`config.mk`:
```
export PLATFORM = sky130hd
export DESIGN_NAME = adam_sqrt
export DESIGN_NICKNAME = d
export VERILOG_FILES = /design/src/rtl/adam_pkg.sv /design/src/rtl/adam_sqrt.sv
export SDC_FILE = /design/constraint.sdc
export NUM_CORES = 2
export LEC_CHECK = 0
export ABC_AREA = 1
export CAP_MARGIN = 25
export CORE_AREA = 3 3 414 416
export DETAILED_ROUTE_END_ITERATION = 10
export DIE_AREA = 0 0 417 419
export DONT_BUFFER_PORTS = 1
export GPL_TIMING_DRIVEN = 0
export SLEW_MARGIN = 20
export SYNTH_ARGS = -nofsm -noshare
export SYNTH_HDL_FRONTEND = slang
export SYNTH_SLANG_ARGS = --single-unit
```
`constraint.sdc`:
```
create_clock -name i_clk -period 22.8 [get_ports i_clk]
set_input_delay 3.42 -clock i_clk [delete_from_list [all_inputs] [get_ports i_clk]]
set_output_delay 3.42 -clock i_clk [all_outputs]
set_load 0.005 [all_outputs]
```
`src/rtl/adam_pkg.sv`:
```
// Shared constants, types and step functions for the Adam update core.
package adam_pkg;

    localparam int MEM_DEPTH = 4096;
    localparam int MEM_AW    = $clog2(MEM_DEPTH);

    localparam int IDX_W  = 12;
    localparam int VAL_W  = 32;
    localparam int LR_W   = 24;
    localparam int BETA_W = 16;
    localparam int PW_W   = 32;
    localparam int V_W    = 48;
    localparam int C_W    = PW_W + 1;
    localparam int MEM_W  = VAL_W + V_W;

    localparam int SQ_IN_W   = 64;
    localparam int SQ_ROOT_W = 32;
    localparam int SQ_REM_W  = SQ_ROOT_W + 4;
    localparam int SQ_STEPS  = 4;
    localparam int SQ_STAGES = SQ_ROOT_W / SQ_STEPS;

    localparam int N_W        = 61;
    localparam int D_W        = 49;
    localparam int NUM_SPLIT  = 24;
    localparam int FRAC_EXT   = 10;
    localparam int Q_W        = NUM_SPLIT + FRAC_EXT;
    localparam int DIV_STEPS  = 2;
    localparam int DIV_STAGES = Q_W / DIV_STEPS;

    localparam logic [LR_W-1:0]   LR_RESET = 24'd16777;
    localparam logic [BETA_W-1:0] B1_RESET = 16'd58982;
    localparam logic [BETA_W-1:0] B2_RESET = 16'd65470;
    localparam logic [20:0]       EPS_Q40  = 21'd1099512;
    localparam logic [Q_W-1:0]    U_CAP    = 34'h2_0000_0000;

    typedef enum logic [1:0] {
        REG_LR = 2'd0,
        REG_B1 = 2'd1,
        REG_B2 = 2'd2
    } t_reg_idx;

    typedef struct packed {
        logic [SQ_IN_W-1:0]   x;
        logic [SQ_ROOT_W-1:0] root;
        logic [SQ_REM_W-1:0]  rem;
    } t_sq_state;

    typedef struct packed {
        logic [D_W-1:0] rem;
        logic [Q_W-1:0] lo;
        logic [Q_W-1:0] q;
        logic [D_W-1:0] den;
        logic           sat;
    } t_div_state;

    // Restoring square root, two radicand bits per step.
    function automatic t_sq_state sq_steps(t_sq_state s);
        t_sq_state             r;
        logic [SQ_REM_W-1:0]   sh;
        logic [SQ_REM_W-1:0]   trial;
        r = s;
        for (int k = 0; k < SQ_STEPS; k++) begin
            sh    = {r.rem[SQ_REM_W-3:0], r.x[SQ_IN_W-1 -: 2]};
            trial = SQ_REM_W'({r.root, 2'b01});
            r.x   = {r.x[SQ_IN_W-3:0], 2'b00};
            if (sh >= trial) begin
                r.rem  = sh - trial;
                r.root = {r.root[SQ_ROOT_W-2:0], 1'b1};
            end else begin
                r.rem  = sh;
                r.root = {r.root[SQ_ROOT_W-2:0], 1'b0};
            end
        end
        return r;
    endfunction

    // Restoring division, one quotient bit per step.
    function automatic t_div_state div_steps(t_div_state s);
        t_div_state   r;
        logic [D_W:0] sh;
        r = s;
        for (int k = 0; k < DIV_STEPS; k++) begin
            sh   = {r.rem, r.lo[Q_W-1]};
            r.lo = {r.lo[Q_W-2:0], 1'b0};
            if (sh >= {1'b0, r.den}) begin
                r.rem = D_W'(sh - {1'b0, r.den});
                r.q   = {r.q[Q_W-2:0], 1'b1};
            end else begin
                r.rem = sh[D_W-1:0];
                r.q   = {r.q[Q_W-2:0], 1'b0};
            end
        end
        return r;
    endfunction

endpackage

```
`src/rtl/adam_sqrt.sv`:
```
// Pipelined integer square root, four result bits per stage.
module adam_sqrt import adam_pkg::*; (
    input  logic                 i_clk,
    input  logic                 i_en,
    input  logic [SQ_IN_W-1:0]   i_radicand,
    output logic [SQ_ROOT_W-1:0] o_root
);

    t_sq_state r_st [SQ_STAGES];
    t_sq_state n_st [SQ_STAGES];

    always_comb begin
        n_st[0] = sq_steps('{x: i_radicand, root: '0, rem: '0});
        for (int s = 1; s < SQ_STAGES; s++) begin
            n_st[s] = sq_steps(r_st[s-1]);
        end
    end

    always_ff @(posedge i_clk) begin
        if (i_en) begin
            r_st <= n_st;
        end
    end

    assign o_root = r_st[SQ_STAGES-1].root;

endmodule

```
==> run summary <==
1st-pass router iterations -> 8
Post-Route Skew -> 0.0375 ns
register area -> 0.0182 mm²
busiest grt layer -> met2
hold crit path type -> register to register
CP max stage delay -> 0.66 ns
main flop type after synthesis -> edfxtp_1
synthesized flop and latch total -> 606
post-DP HPWL -> 242000 µm
Worst Path Required -> 23.25 ns
row cnt -> 150
Fin Setup TNS -> 0 ns
clock latency at the later pin of the worst-skew pair -> 0.74 ns
Initial Utilization -> 0.451
via count -> 80323
fmax -> 0.0755 GHz
failing checks -> slew limit
RSZ-0062 raised after global routing -> no
Port Buf Inserts -> 0
Syn Inst Count -> 12065
initial antenna violation count -> 8
final hold violations -> 0
Layout Area Growth over Synthesis -> 7.24%
post-route design area -> 0.0810 mm²
pin count of the biggest net entering global routing -> 607
post-synth cell types -> 72
global-route wire length before repair -> 433000 µm
Hold WS -> 0.395 ns
hold_buf cts -> 0
Post-CTS Setup Inserts -> 0
Die X -> 417 µm
placed standard-cell area -> 0.0783 mm²
die area -> 0.175 mm²
total track usage -> 0.318
Max Root-Sink Buffers -> 3
Num CTS Buffers -> 78
Seq/Total Area, Yosys -> 0.241
Routed Antenna Nets -> 0
RR Startpoint -> r_st[394]
die height -> 419 µm
Nets -> 12773
CP Capture Point -> r_st[144]
Reg2Reg Setup Slack -> 9.55 ns
Ports -> 98
Worst Setup Start Kind -> register
leakage -> 37.9 nW
reg2reg end -> r_st[144]
power density over cell area -> 175 mW/mm²
CP Class -> register to register
vias in the first global route -> 73286
Slew headroom -> -1.66
clock transition at the registers of the reported paths -> 0.07 ns
met3 Use GR -> 0.0386
YS warnings -> 0
# setup viols final -> 0
Multi-input gate area -> 0.0499 mm²
Peak VDD IR -> 0.138 mV
status -> complete, but fails checks
CTS tree -> built
Post-synth EDFFs -> 606
Synth async-reset ratio -> 0
Synth Cell Area -> 0.0756 mm²
share of cells above drive strength 1 -> 0.0465
Tightest Pin Transition -> 3.98 ns
Reg2Reg Depth -> 56
CTS Root Cell -> clkbuf_16
crit end category -> register
grt met2 use -> 0.508
Core Box Area -> 0.168 mm²
clk sinks -> 606
Gates resized, CTS repair -> 0
reported max-cap violation count -> 0
total gr overflow -> 0
1st-iter DRT viols -> 8236
RePlAce Congestion -> 1.01
Avg Cell Area, Syn -> 6.26 µm²
DRC viols -> 0
worst endpoint data arrival time -> 13.70 ns
Worst Setup SP -> r_st[394]
Slowest cell on crit path -> edfxtp_1
drt via density -> 5.57
Final Power -> 0.0142 W
H-tree depth -> 3
GR Util met1 -> 0.450
min Tclk post-route -> 13.25 ns
post-route clock period utilization -> 0.581
Slew Viols, Final -> 554
# fillers -> 17740
final wirelength -> 288000 µm
routed length per instance -> 20.0 µm
maximum fanout along the worst path -> 12
==> sequential cells by signal (all words and copies together) (netlist names) <==
signal and flops:
o_root 32, n_st 168, r_st 406
==> cell type report <==
class | instances | share of cell area
diodes | 5 | 0.000154
plain buffers | 177 | 0.0134
clock buffers | 83 | 0.0243
clock inverters | 58 | 0.00888
inverters | 1710 | 0.0792
multi-input cells | 9574 | 0.615
flip-flops and latches | 606 | 0.225
well taps | 2204 | 0.0340
==> how the worst min path moves through the flow <==
stage / startpoint / to / slack [ns] / cells after the start
2_1_floorplan: n_st[380] / n_st[256] / 0.40 / 0
3_3_place_gp: n_st[647] / n_st[523] / 0.40 / 0
3_5_place_dp: n_st[505] / n_st[381] / 0.40 / 0
4_1_cts: n_st[636] / n_st[512] / 0.40 / 0
5_1_grt: n_st[636] / n_st[512] / 0.41 / 0
6_report: n_st[636] / n_st[512] / 0.39 / 0
==> per-stage QoR <==
step | std cells | setup slack [ns] | util
after floorplan | 12067 | 14.53 | -
after global placement | 14271 | 9.88 | 0.467
after detailed placement | 14271 | 9.89 | 0.467
after CTS | 14412 | 9.89 | 0.483
after global routing | 14412 | 8.70 | 0.483
final | 14417 | 9.55 | 0.483
==> worst max-delay path, delay by kind of cell, from the launching register on <==
| family | cells | cell delay (ns) |
|---|---|---|
| buffers and inverters | 17 | 4.52 |
| AND/OR/NAND/NOR | 24 | 3.77 |
| AO/OA/AOI/OAI | 11 | 2.55 |
| adder cells (fa/ha/maj) | 4 | 1.42 |
| flip-flops | 1 | 0.66 |
==> cell usage after synthesis, types with 9 or more instances <==
master / n / area share
nand2_1: 3614 / 0.18
inv_1: 1649 / 0.082
nor2_1: 1428 / 0.071
nand3_1: 884 / 0.059
o21ai_0: 711 / 0.047
a21oi_1: 709 / 0.047
edfxtp_1: 606 / 0.24
ha_1: 560 / 0.093
xnor2_1: 293 / 0.034
nand4_1: 238 / 0.020
xor2_1: 197 / 0.023
nor3_1: 143 / 0.0095
nand3b_1: 107 / 0.011
a31oi_1: 72 / 0.0060
o21ai_1: 70 / 0.0046
clkbuf_1: 64 / 0.0032
nand2_2: 58 / 0.0048
o21a_1: 57 / 0.0057
nand3_2: 55 / 0.0073
nor2_2: 55 / 0.0046
inv_2: 52 / 0.0026
buf_4: 49 / 0.0049
o21bai_1: 37 / 0.0037
or2_2: 35 / 0.0029
buf_2: 31 / 0.0021
nor4_1: 30 / 0.0025
a21o_1: 25 / 0.0025
buf_6: 25 / 0.0037
o211ai_1: 18 / 0.0018
and2_1: 16 / 0.0013
nor2_4: 16 / 0.0024
a21oi_2: 14 / 0.0016
and3_1: 14 / 0.0012
o21ai_2: 12 / 0.0014
a21boi_0: 11 / 0.0011
o2111ai_1: 9 / 0.0010
==> cells by family after synthesis <==
group / count (synthesis) / synth area share
and+or+nand+nor: 6734 / 0.382
buffers and inverters: 1887 / 0.0994
AOI/OAI and AO/OA: 1786 / 0.128
DFF: 606 / 0.241
adders and majority gates: 560 / 0.0927
xor gates and xnor gates: 490 / 0.0568
other: 1 / 0.0000496
muxes: 1 / 0.000132
==> metal layers <==
metal  part of all wire  up-vias
met3              0.073      384
li1                   -    39854
met4              0.031        2
met2               0.44     3009
met1               0.46    37074
met5           0.000059        -
==> placed cells by master (no fill, tap or decap), types with 16 or more instances in the layout <==
master,instances
o21bai_1,37
nand2_1,3614
inv_2,52
o21a_1,57
o211ai_1,18
o21ai_0,711
buf_2,31
nor4_1,30
nand4_1,238
nand2_2,58
a31oi_1,72
nand3b_1,107
nor3_1,143
nor2_1,1428
nor2_4,16
buf_6,25
inv_1,1649
and2_1,16
clkbuf_1,69
a21o_1,25
nor2_2,55
buf_4,49
xnor2_1,293
nand3_2,55
a21oi_1,709
nand3_1,884
xor2_1,197
ha_1,560
edfxtp_1,606
clkbuf_16,78
or2_2,35
o21ai_1,70
==> power by group <==
group / switching, W / internal (W) / total, W / leakage [nW]
Combinational: 0.00752 / 0.00352 / 0.0110 / 30.8
Sequential: 0.000189 / 0.00164 / 0.00183 / 5.79
Clock: 0.000562 / 0.000748 / 0.00131 / 1.30
No activity file was read; power rests on OpenSTA's default activity.
